$ cat config.mk
export PLATFORM = sky130hd
export DESIGN_NAME = utf8_glyph_text_layout
export DESIGN_NICKNAME = d
export VERILOG_FILES = /design/src/hw/rtl/ugtl_pkg.sv /design/src/hw/rtl/ugtl_front.sv /design/src/hw/rtl/ugtl_queue.sv /design/src/hw/rtl/ugtl_back.sv /design/src/hw/rtl/utf8_glyph_text_layout.sv
export VERILOG_INCLUDE_DIRS = /design/src /design/src/hw/rtl
export SDC_FILE = /design/constraint.sdc
export NUM_CORES = 2
export LEC_CHECK = 0
export ABC_AREA = 1
export BUFFER_PORTS_ARGS = -buffer_cell sky130_fd_sc_hd__buf_2
export CORE_ASPECT_RATIO = 0.7
export CORE_MARGIN = 5
export CORE_UTILIZATION = 58
export DETAILED_ROUTE_END_ITERATION = 16
export GPL_TIMING_DRIVEN = 0
export PLACE_DENSITY = 0.88
export SLEW_MARGIN = 20
export SYNTH_ARGS = -nofsm -noshare
export SYNTH_HDL_FRONTEND = slang
export SYNTH_HIERARCHICAL = 1
export SYNTH_SLANG_ARGS = --single-unit
export TNS_END_PERCENT = 50
$ cat constraint.sdc
create_clock -name clk -period 7.7 [get_ports clk]
set_input_delay 0.77 -clock clk [delete_from_list [all_inputs] [get_ports clk]]
set_output_delay 0.77 -clock clk [all_outputs]
set_load 0.05 [all_outputs]
$ cat src/hw/rtl/utf8_glyph_text_layout_assert.svh
// Assertion macros shared by the layout block.
`ifndef UTF8_GLYPH_TEXT_LAYOUT_ASSERT_SVH
`define UTF8_GLYPH_TEXT_LAYOUT_ASSERT_SVH

`ifndef NO_ASSERTIONS

// prop must hold at every clock edge outside reset
`define UGTL_ASSERT(label, clk, rst, prop, msg) \
  label: assert property (@(posedge clk) disable iff (rst) (prop)) else $error(msg);

// cond must never be true outside reset
`define UGTL_ASSERT_NEVER(label, clk, rst, cond, msg) \
  label: assert property (@(posedge clk) disable iff (rst) !(cond)) else $error(msg);

`else

`define UGTL_ASSERT(label, clk, rst, prop, msg)
`define UGTL_ASSERT_NEVER(label, clk, rst, cond, msg)

`endif

`endif

$ cat src/hw/rtl/ugtl_pkg.sv
package ugtl_pkg;

  localparam int COORD_W = 16;
  localparam int CMP_W = COORD_W + 1;
  localparam int Q_DEPTH = 4;
  localparam int Q_PTR_W = $clog2(Q_DEPTH);
  localparam int Q_CNT_W = $clog2(Q_DEPTH + 1);
  localparam int CFG_IDX_W = 3;

  localparam logic [15:0] CP_BIAS = 16'd19968;
  localparam logic [15:0] GLYPH_SKIP = 16'd95;
  localparam logic [15:0] ASCII_BASE = 16'd32;
  localparam logic [31:0] HEADER_BYTES = 32'd5;
  localparam logic [3:0] LEAD_TAG = 4'hE;

  typedef logic [COORD_W-1:0] coord_t;

  typedef enum logic [CFG_IDX_W-1:0] {
    REG_ORIGIN_X     = 3'd0,
    REG_ORIGIN_Y     = 3'd1,
    REG_BOX_WIDTH    = 3'd2,
    REG_BOX_HEIGHT   = 3'd3,
    REG_GLYPH_WIDTH  = 3'd4,
    REG_GLYPH_HEIGHT = 3'd5,
    REG_TEXT_COLOR   = 3'd6
  } cfg_reg_t;

  typedef enum logic [1:0] {
    EV_DRAW  = 2'd0,
    EV_END   = 2'd1,
    EV_FULL  = 2'd2
  } event_kind_t;

  typedef enum logic [1:0] {
    EK_NONE = 2'd0,
    EK_DRAW = 2'd1,
    EK_END  = 2'd2
  } entry_kind_t;

  typedef enum logic [1:0] {
    PH_IDLE  = 2'd0,
    PH_CONT1 = 2'd1,
    PH_CONT2 = 2'd2
  } phase_t;

  typedef struct packed {
    logic [7:0] text_byte;
    logic       start_of_text;
  } in_item_t;

  typedef struct packed {
    event_kind_t event_kind;
    logic [15:0] draw_x;
    logic [15:0] draw_y;
    logic [15:0] glyph_index;
    logic [31:0] glyph_offset;
  } out_item_t;

  // queued work between decoder and placer
  typedef struct packed {
    logic        start;
    entry_kind_t kind;
    logic [15:0] index;
    logic [31:0] product;
  } entry_t;

  typedef struct packed {
    logic [11:0] origin_x;
    logic [11:0] origin_y;
    logic [12:0] x_limit;
    logic [12:0] y_limit;
    logic [7:0]  glyph_width;
    logic [7:0]  glyph_height;
    logic [15:0] glyph_area;
  } cfg_t;

  function automatic coord_t sat_add(coord_t a, logic [7:0] b);
    logic [COORD_W:0] sum;
    sum = {1'b0, a} + CMP_W'(b);
    return sum[COORD_W] ? '1 : sum[COORD_W-1:0];
  endfunction

endpackage

$ cat src/hw/rtl/ugtl_front.sv
`include "utf8_glyph_text_layout_assert.svh"

module ugtl_front (
  input  logic              clk,
  input  logic              rst,
  input  logic              in_valid,
  output logic              in_ready,
  input  ugtl_pkg::in_item_t in_data,
  input  logic [15:0]       glyph_area,
  input  logic              full,
  output logic              push,
  output ugtl_pkg::entry_t  push_data
);

  ugtl_pkg::phase_t phase, phase_next;
  logic [9:0]       partial, partial_next;
  ugtl_pkg::phase_t ph_in;
  logic [9:0]       part_in;
  logic [15:0]      cp;
  logic [7:0]       b;
  logic             accept;

  assign in_ready = !full;
  assign accept = in_valid && in_ready;
  assign b = in_data.text_byte;
  assign cp = {part_in, b[5:0]};

  always_comb begin
    // start of text clears the decoder before the byte is looked at
    ph_in = in_data.start_of_text ? ugtl_pkg::PH_IDLE : phase;
    part_in = in_data.start_of_text ? 10'd0 : partial;
    phase_next = ugtl_pkg::PH_IDLE;
    partial_next = part_in;
    push_data.start = in_data.start_of_text;
    push_data.kind = ugtl_pkg::EK_NONE;
    push_data.index = 16'd0;
    unique case (ph_in)
      ugtl_pkg::PH_CONT1: begin
        partial_next = {part_in[3:0], b[5:0]};
        phase_next = ugtl_pkg::PH_CONT2;
      end
      ugtl_pkg::PH_CONT2: begin
        partial_next = 10'd0;
        push_data.kind = ugtl_pkg::EK_DRAW;
        push_data.index = cp - ugtl_pkg::CP_BIAS + ugtl_pkg::GLYPH_SKIP;
      end
      default: begin
        if (b == 8'd0) begin
          push_data.kind = ugtl_pkg::EK_END;
        end else if (!b[7]) begin
          push_data.kind = ugtl_pkg::EK_DRAW;
          push_data.index = {8'd0, b} - ugtl_pkg::ASCII_BASE;
        end else if (b[7:4] == ugtl_pkg::LEAD_TAG) begin
          partial_next = {6'd0, b[3:0]};
          phase_next = ugtl_pkg::PH_CONT1;
        end else begin
          push_data.kind = ugtl_pkg::EK_DRAW;
        end
      end
    endcase
    push_data.product = {16'd0, glyph_area} * {16'd0, push_data.index};
    push = accept && (in_data.start_of_text || push_data.kind != ugtl_pkg::EK_NONE);
  end

  always_ff @(posedge clk) begin
    if (rst) begin
      phase <= ugtl_pkg::PH_IDLE;
      partial <= 10'd0;
    end else if (accept) begin
      phase <= phase_next;
      partial <= partial_next;
    end
  end

  `UGTL_ASSERT(a_lead_then_cont, clk, rst, accept && phase_next == ugtl_pkg::PH_CONT1 |=> phase == ugtl_pkg::PH_CONT1, "lead byte did not open a sequence")
  `UGTL_ASSERT_NEVER(a_push_full, clk, rst, push && full, "push into a full queue")

endmodule

$ cat src/hw/rtl/ugtl_queue.sv
`include "utf8_glyph_text_layout_assert.svh"

module ugtl_queue (
  input  logic             clk,
  input  logic             rst,
  input  logic             push,
  input  ugtl_pkg::entry_t push_data,
  output logic             full,
  input  logic             pop,
  output logic             head_valid,
  output ugtl_pkg::entry_t head
);

  ugtl_pkg::entry_t mem [ugtl_pkg::Q_DEPTH];
  logic [ugtl_pkg::Q_PTR_W-1:0] wr_ptr, rd_ptr;
  logic [ugtl_pkg::Q_CNT_W-1:0] count;

  assign full = count == ugtl_pkg::Q_CNT_W'(ugtl_pkg::Q_DEPTH);
  assign head_valid = count != '0;
  assign head = mem[rd_ptr];

  always_ff @(posedge clk) begin
    if (push) begin
      mem[wr_ptr] <= push_data;
    end
  end

  always_ff @(posedge clk) begin
    if (rst) begin
      wr_ptr <= '0;
      rd_ptr <= '0;
      count <= '0;
    end else begin
      if (push) begin
        wr_ptr <= wr_ptr + 1'b1;
      end
      if (pop) begin
        rd_ptr <= rd_ptr + 1'b1;
      end
      if (push && !pop) begin
        count <= count + 1'b1;
      end else if (pop && !push) begin
        count <= count - 1'b1;
      end
    end
  end

  `UGTL_ASSERT_NEVER(a_pop_empty, clk, rst, pop && !head_valid, "pop from an empty queue")

endmodule

$ cat src/hw/rtl/ugtl_back.sv
`include "utf8_glyph_text_layout_assert.svh"

module ugtl_back (
  input  logic               clk,
  input  logic               rst,
  input  ugtl_pkg::cfg_t     cfg,
  input  logic               head_valid,
  input  ugtl_pkg::entry_t   head,
  output logic               pop,
  output logic               out_valid,
  input  logic               out_ready,
  output ugtl_pkg::out_item_t out_data
);

  ugtl_pkg::coord_t cursor_x, cursor_y, cursor_x_next, cursor_y_next;
  ugtl_pkg::coord_t cx, cy, cx_w, cy_w;
  logic             stopped, stopped_next, stop_in;
  logic             wrap, over;
  logic             emit;
  ugtl_pkg::out_item_t res;

  assign pop = head_valid && (!out_valid || out_ready);

  always_comb begin
    cx = head.start ? ugtl_pkg::COORD_W'(cfg.origin_x) : cursor_x;
    cy = head.start ? ugtl_pkg::COORD_W'(cfg.origin_y) : cursor_y;
    stop_in = head.start ? 1'b0 : stopped;
    wrap = {1'b0, cx} > ugtl_pkg::CMP_W'(cfg.x_limit);
    cx_w = wrap ? ugtl_pkg::COORD_W'(cfg.origin_x) : cx;
    cy_w = wrap ? ugtl_pkg::sat_add(cy, cfg.glyph_height) : cy;
    over = wrap && ({1'b0, cy_w} > ugtl_pkg::CMP_W'(cfg.y_limit));
    cursor_x_next = cx;
    cursor_y_next = cy;
    stopped_next = stop_in;
    emit = 1'b0;
    res = '0;
    if (!stop_in) begin
      unique case (head.kind)
        ugtl_pkg::EK_END: begin
          emit = 1'b1;
          stopped_next = 1'b1;
          res.event_kind = ugtl_pkg::EV_END;
        end
        ugtl_pkg::EK_DRAW: begin
          emit = 1'b1;
          cursor_x_next = cx_w;
          cursor_y_next = cy_w;
          if (over) begin
            stopped_next = 1'b1;
            res.event_kind = ugtl_pkg::EV_FULL;
          end else begin
            res.event_kind = ugtl_pkg::EV_DRAW;
            res.draw_x = 16'(cx_w);
            res.draw_y = 16'(cy_w);
            res.glyph_index = head.index;
            res.glyph_offset = head.product + ugtl_pkg::HEADER_BYTES;
            cursor_x_next = ugtl_pkg::sat_add(cx_w, cfg.glyph_width);
          end
        end
        default: begin
        end
      endcase
    end
  end

  always_ff @(posedge clk) begin
    if (rst) begin
      cursor_x <= '0;
      cursor_y <= '0;
      stopped <= 1'b0;
      out_valid <= 1'b0;
    end else begin
      if (pop) begin
        cursor_x <= cursor_x_next;
        cursor_y <= cursor_y_next;
        stopped <= stopped_next;
        out_valid <= emit;
      end else if (out_ready) begin
        out_valid <= 1'b0;
      end
    end
  end

  always_ff @(posedge clk) begin
    if (pop && emit) begin
      out_data <= res;
    end
  end

  `UGTL_ASSERT(a_stop_quiet, clk, rst, pop && stopped && !head.start |=> !out_valid, "result while stopped")
  `UGTL_ASSERT(a_end_stops, clk, rst, pop && emit && res.event_kind != ugtl_pkg::EV_DRAW |=> stopped, "end or full did not stop")

endmodule

$ cat src/hw/rtl/utf8_glyph_text_layout.sv
// A result from an accepted byte passes the queue, then the output register, to out_valid.
// Throughput: 1 item per cycle while neither side stalls; the placer moves the cursor per glyph.
// The decoder and the placer are parted by a 4-entry queue; each stalls on its own.
// Reset (rst, synchronous, active high): cursor, decoder and stop flag clear,
// the queue empties and the configuration registers return to their defaults.
module utf8_glyph_text_layout (
  input  logic                               clk,
  input  logic                               rst,
  input  logic                               in_valid,
  output logic                               in_ready,
  input  ugtl_pkg::in_item_t                 in_data,
  output logic                               out_valid,
  input  logic                               out_ready,
  output ugtl_pkg::out_item_t                out_data,
  input  logic                               cfg_valid,
  output logic                               cfg_ready,
  input  logic [ugtl_pkg::CFG_IDX_W-1:0]     cfg_index,
  input  logic [15:0]                        cfg_data
);

  // Configuration. Wrap and stop limits and the glyph area are kept up to
  // date at write time so the item path sees only finished values.
  ugtl_pkg::cfg_t cfg;
  logic [11:0] box_width, box_height;

  assign cfg_ready = 1'b1;

  always_ff @(posedge clk) begin
    if (rst) begin
      cfg.origin_x <= 12'd0;
      cfg.origin_y <= 12'd0;
      box_width <= 12'd50;
      box_height <= 12'd50;
      cfg.x_limit <= 13'd50;
      cfg.y_limit <= 13'd50;
      cfg.glyph_width <= 8'd8;
      cfg.glyph_height <= 8'd16;
      cfg.glyph_area <= 16'd128;
    end else if (cfg_valid) begin
      unique case (ugtl_pkg::cfg_reg_t'(cfg_index))
        ugtl_pkg::REG_ORIGIN_X: begin
          cfg.origin_x <= cfg_data[11:0];
          cfg.x_limit <= {1'b0, cfg_data[11:0]} + {1'b0, box_width};
        end
        ugtl_pkg::REG_ORIGIN_Y: begin
          cfg.origin_y <= cfg_data[11:0];
          cfg.y_limit <= {1'b0, cfg_data[11:0]} + {1'b0, box_height};
        end
        ugtl_pkg::REG_BOX_WIDTH: begin
          box_width <= cfg_data[11:0];
          cfg.x_limit <= {1'b0, cfg.origin_x} + {1'b0, cfg_data[11:0]};
        end
        ugtl_pkg::REG_BOX_HEIGHT: begin
          box_height <= cfg_data[11:0];
          cfg.y_limit <= {1'b0, cfg.origin_y} + {1'b0, cfg_data[11:0]};
        end
        ugtl_pkg::REG_GLYPH_WIDTH: begin
          cfg.glyph_width <= cfg_data[7:0];
          cfg.glyph_area <= {8'd0, cfg_data[7:0]} * {8'd0, cfg.glyph_height};
        end
        ugtl_pkg::REG_GLYPH_HEIGHT: begin
          cfg.glyph_height <= cfg_data[7:0];
          cfg.glyph_area <= {8'd0, cfg.glyph_width} * {8'd0, cfg_data[7:0]};
        end
        // color only matters to the downstream drawer; nothing here uses it
        ugtl_pkg::REG_TEXT_COLOR: begin
        end
        default: begin
        end
      endcase
    end
  end

  // front: byte decode and offset product
  logic             push, full, pop, head_valid;
  ugtl_pkg::entry_t push_data, head;

  ugtl_front u_front (
    .clk        (clk),
    .rst        (rst),
    .in_valid   (in_valid),
    .in_ready   (in_ready),
    .in_data    (in_data),
    .glyph_area (cfg.glyph_area),
    .full       (full),
    .push       (push),
    .push_data  (push_data)
  );

  // decoupling queue
  ugtl_queue u_queue (
    .clk        (clk),
    .rst        (rst),
    .push       (push),
    .push_data  (push_data),
    .full       (full),
    .pop        (pop),
    .head_valid (head_valid),
    .head       (head)
  );

  // back: cursor, wrap/stop tests, output register
  ugtl_back u_back (
    .clk        (clk),
    .rst        (rst),
    .cfg        (cfg),
    .head_valid (head_valid),
    .head       (head),
    .pop        (pop),
    .out_valid  (out_valid),
    .out_ready  (out_ready),
    .out_data   (out_data)
  );

endmodule
==> Word-level counts from Yosys, hierarchy flattened <==
Memories as Yosys holds them, arrays and structs flattened. A register that Yosys moved wholly into a read port is not among the register bits.
Index checks and enable logic that the tools add are counted.
{ "totals": {"regBits": 241, "latch_bits": 0, "mem_bits_rw": 204, "rom_bits": 0, "in_bits": 33, "out_inout_bits": 85, "n_memories": 1} }
{ "op_classes": {"add_sub_neg": 14, "multipliers": 3, "n_div": 0, "n_lt_le_gt_ge": 2, "n_eq_ne": 11, "shift": 0, "mux": 46, "bitwise_logic": 1, "n_reduce_logical": 33} }
{ "memory_table": {"columns": ["memory", "depth", "word_bits", "read_ports", "rd_ports_with_merged_regs", "write_ports", "line", "text"], "rows": [
  ["u_queue.mem", 4, 51, 1, 1, 1, "ugtl_queue.sv:14", "ugtl_pkg::entry_t mem [ugtl_pkg::Q_DEPTH];"]
]} }
{ "op_table": {"columns": ["op", "count"], "rows": [
  ["16-bit two-way mux", 13],
  ["12-bit by 12-bit adder with 13-bit output", 4],
  ["13-bit case mux with 2 select lines", 2],
  ["10-bit two-way mux", 4],
  ["18-bit case mux with 2 select lines", 1],
  ["16-bit by 8-bit adder with 17-bit output", 2],
  ["32-bit by 3-bit adder with 32-bit output, second input constant", 1],
  ["16-bit by 13-bit > comparator with 1-bit output", 2],
  ["16-bit by 16-bit multiplier with 32-bit output", 1],
  ["8-bit by 8-bit multiplier with 16-bit output", 2],
  ["16-bit case mux with 2 select lines", 1],
  ["10-bit case mux with 2 select lines", 1],
  ["2-bit AND reduction", 9],
  ["16-bit by 7-bit adder with 16-bit output, second input constant", 1],
  ["2-bit two-way mux", 8],
  ["16-bit by 15-bit subtractor with 16-bit output, second input constant", 1],
  ["2-bit nonzero test", 6],
  ["1-bit two-way mux", 11],
  ["3-bit equality test, second input constant", 3],
  ["8-bit by 6-bit subtractor with 9-bit output, second input constant", 1],
  ["8-bit logical NOT", 1],
  ["2-bit case mux with 2 select lines", 2],
  ["1-bit logical AND", 7],
  ["3-bit by 2-bit equality test with 1-bit output, second input constant", 2],
  ["16 further kinds", 24]
]} }

==> Depth between registers and ports, before layout <==
{ "logic_depth": {"depth_word": 12, "depth_mapped": 45, "mapped_depth_nobuf": 38} }

==> Modules after synthesis <==
Netlist, hierarchy kept.
{ "modules_own_cells": {"columns": ["mod", "instances", "cells_each", "area_each_um2"], "rows": [
  ["utf8_glyph_text_layout", 1, 1534, 10153.5],
  ["ugtl_front", 1, 1387, 10129.7],
  ["ugtl_queue", 1, 552, 8040.2],
  ["ugtl_back", 1, 1038, 8025.2]
]} }

==> Worst setup path after synthesis <==
Ideal clock, no wire load.
{ "synth_timing": {"path_type": "reg2reg", "start": "register (tool-made name)", "end": "register u_back/out_data[0] (netlist name)", "setup_ns": 0.626, "t_arrival_ns": 6.960, "t_required_ns": 7.074, "path_slack_ns": 0.114, "stages_incl_launch_ff": 11, "synth_period_minus_slack_ns": 7.586, "cell_sequence": "dfxtp_1 inv_2 buf_6 buf_6 nor2_1 o22ai_1 inv_2 buf_6 nand2_1 inv_1 nor3_1"} }

==> flow_metrics.py <==
metrics = {
    "outcome": {
        "status": "complete, but fails checks",
        "violations": "design-rule violations",
    },
    "hold_path": {
        "hold_start": "box_height[1]",
        "min_path_type": "flip-flop to flip-flop",
        "worstHoldPathCells": 2,
    },
    "drt": {
        "ant_nets": 0,
        "drtIter0Drc": 4342,
        "route.detailed.wl_per_inst_um": 19.03,
        "drc": 1,
        "num_vias": 32250,
        "routed_wirelength_mm": 105.3,
        "first_pass_iters": 13,
        "vias_per_cell": 5.825,
    },
    "pwr": {
        "power_switching_share": 0.4992,
        "total_power_mw": 12.99,
        "p_int_mw": 6.505,
        "comb_power_share": 0.568,
        "switching_power_mw": 6.484,
        "power_frac_seq": 0.266,
        "powerDensity_mw_per_mm2": 327.3,
        "clockPowerShare": 0.166,
        "vdd_drop_max_mv": 0.3032,
        "p_leak_nw": 19.49,
    },
    "die": {
        "pin_count": 118,
        "core.rowCount": 76,
        "die_h_um": 219.5,
        "die_area_sq_mm": 0.06786,
        "core_area_sq_mm": 0.06181,
        "start_util": 0.5881,
        "die_x_um": 309.2,
    },
    "logic_synthesis": {
        "yosysWarningCount": 6,
        "ys_top_cells_by_area": "edfxtp_1 24%, fa_1 15%, nand2_1 9.1%",
        "syn_area_sq_mm": 0.03635,
        "synth-edff-count": 286,
        "yosysSeqAreaShare": 0.3249,
        "synth_top_area_frac": 0.2363,
        "ys_ff_latch": 447,
        "syn-instance-count": 4511,
        "avgSynthCellArea_sq_um": 8.058,
        "synthFlopType": "edfxtp_1",
        "async_flop_share": 0,
        "synth_cell_type_count": 55,
        "yosys.area.top_type": "edfxtp_1",
    },
    "place": {
        "post-place-ws_ns": -0.8863,
        "place.gp.congestion": 1.024,
        "place_inst": 5455,
        "dpl_cell_area_sq_mm": 0.03810,
        "hpwl_mm": 80.88,
        "numPortBuffers": 112,
    },
    "setup_path": {
        "crit_family": "adder cells",
        "r2r-end": "u_back/out_data[37]",
        "path_max_fanout": 13,
        "critical_path_class": "primary input to flip-flop",
        "cp_common_cell": "fa_1",
        "cp.depth": 28,
        "crit_path_start_kind": "primary input",
        "required_ns": 8.00,
        "critPathCaptureType": "flip-flop",
        "reg2reg_slack_ns": 0.37,
        "crit_arrival_ns": 7.78,
        "path_buf_inv": 9,
        "crit_path_top_delay_cell": "fa_1",
        "crit_path_start": "in_data[0]",
        "endpoint": "u_queue/mem[3][24]",
        "cpPeakStageDelay_ns": 0.55,
        "r2r_cells": 39,
    },
    "grt": {
        "grt_pass1_wl_mm": 166.5,
        "grt_usage": 0.3109,
        "grt_pass1_vias": 31080,
        "grt-ovfl-total": 0,
        "grt_max_degree": 52,
        "grt_antenna_before_repair": 3,
    },
    "timing": {
        "setup_violations": 0,
        "fin_crit_sh": 0.9716,
        "fin_ws_ns": 0.2183,
        "timing.hold.ws_ns": 0.4624,
        "slew_headroom": 0.2803,
        "max_freq_mhz": 133.7,
        "rsz0062_at_grt": "false",
        "fin_tns_setup_ns": 0,
        "fin_skew_ns": 0.02143,
        "tightest_slew_ns": 1.075,
        "slew_viol_final": 0,
        "min_period_ns": 7.482,
        "timing_hold_violations_final": 0,
    },
    "clock_network": {
        "cts_hold_buf": 0,
        "cts_made_buffers": 44,
        "cts.reportedPaths.clkPinSlew_ns": 0.06,
        "cts_max_level": 2,
        "cts_tree": "yes",
        "root_buffer": "clkbuf_16",
        "clk_latency_ns": 0.59,
        "clockBufferDepth": 3,
        "clock-sinks": 447,
    },
    "layout": {
        "seqCellArea_sq_mm": 0.01181,
        "fillers": 4986,
        "nets": 5243,
        "antenna_cells": 0,
        "multiInputGateArea_sq_mm": 0.02044,
        "postLayoutCellArea_sq_mm": 0.03968,
        "syn2layout_area_growth_pct": 9.177,
        "final_util": 0.6420,
        "drive_gt1_frac": 0.09604,
        "fin_cells": 5536,
    },
    "run": {
        "cap_violations": 0,
    },
}
==> worst reg2reg max path, delay by kind of cell (launching register included) <==
| kind | cells | cell delay, ns |
|---|---|---|
| adder cells (fa/ha/maj) | 2 | 0.63 |
| buffers and inverters | 10 | 2.28 |
| flip-flops | 1 | 0.59 |
| AND/OR/NAND/NOR | 23 | 2.64 |
| AO/OA/AOI/OAI | 4 | 1.04 |
==> worst min path at each step <==
stage                          to
2_1_floorplan           flip-flop
3_5_place_dp        box_height[1]
6_report            box_height[1]
5_1_grt        u_back/cursor_y[6]
4_1_cts             box_height[1]
3_3_place_gp            flip-flop
==> cells in the final DEF (no fill, tap or decap), types with 6 or more instances in the layout <==
cell,n
edfxtp_1,286
o211ai_1,9
nor2_1,458
a31oi_1,11
fa_1,271
a21o_1,10
clkbuf_8,7
o21ai_0,224
nand4_1,36
o21ai_1,85
inv_2,20
o21bai_1,8
inv_1,843
a21oi_1,247
nand2_1,877
xnor2_1,18
o22ai_1,54
nor2_2,58
nand3_1,211
inv_4,6
a21oi_2,6
clkbuf_1,86
xor2_1,44
clkbuf_16,45
ha_1,254
buf_2,137
buf_6,35
dfxtp_1,161
buf_1,8
nand2_4,10
buf_4,25
or2_2,18
nand2_2,25
nor3_1,31
nor2_4,7
==> power by group through the flow <==
| stage | combinational, mW | clock, mW | sequential [mW] |
|---|---|---|---|
| final | 7.38 | 2.16 | 3.45 |
| after global routing | 7.93 | 2.27 | 3.49 |
| after CTS | 7.16 | 2.16 | 3.45 |
| after detailed placement | 7.09 | 0 | 3.50 |
| after global placement | 6.75 | 0 | 3.51 |
| after floorplan | 4.35 | 0 | 4.35 |
==> flip-flops by register name, indices dropped and copies added (netlist names), named ones only <==
name / flops
box_height: 12
box_width: 12
cfg: 82
u_back/cursor_x: 16
u_back/cursor_y: 16
u_back/out_data: 82
u_back/out_valid: 1
u_back/stopped: 1
u_front/partial: 10
u_front/phase: 2
u_queue/count: 3
u_queue/mem: 204
u_queue/rd_ptr: 2
u_queue/wr_ptr: 2
==> layout make-up <==
type	instances	area share
clock inverter	17	0.004067
buffer	165	0.02459
clock buffer	63	0.03194
inverter	871	0.08276
sequential	447	0.2976
timing repair buffer	125	0.01800
tap	819	0.02582
multi-input combinational	3029	0.5152
==> kinds of logic (layout without fill, tap and decap cells) <==
family | Yosys count | in the layout | synth area share
AOI/OAI and AO/OA | 671 | 671 | 0.09824
xor gates and xnor gates | 63 | 63 | 0.01518
adders and majority gates | 527 | 527 | 0.2374
buffers and inverters | 1037 | 1241 | 0.1163
DFF | 447 | 447 | 0.3249
other | 2 | 4 | 0.0002066
and+or+nand+nor | 1764 | 1764 | 0.2077
==> cell usage after synthesis, types with 10 or more instances <==
library cell / number
a21o_1: 10
a21oi_1: 249
a31oi_1: 11
buf_2: 31
buf_4: 12
buf_6: 33
clkbuf_1: 80
dfxtp_1: 161
edfxtp_1: 286
fa_1: 271
ha_1: 256
inv_1: 848
inv_2: 20
nand2_1: 885
nand2_2: 21
nand3_1: 211
nand4_1: 36
nor2_1: 459
nor2_2: 58
nor3_1: 32
o21ai_0: 224
o21ai_1: 86
o22ai_1: 55
or2_2: 18
xnor2_1: 19
xor2_1: 44
==> timing repair <==
action,in CTS,in global routing
endpoints found under the setup margin,28,172
pin swaps,0,1
hold endpoints to repair,0,0
resized for setup,6,38
buffers inserted,0,2
==> metal layers <==
metal,routed length (um),up-vias,global-route usage
met4,3577,6,0.09472
met5,44,-,0
met2,43290,2221,0.4534
met3,16740,314,0.1047
li1,-,14610,-
met1,41670,15090,0.4427
No activity file was read; power rests on OpenSTA's default activity.
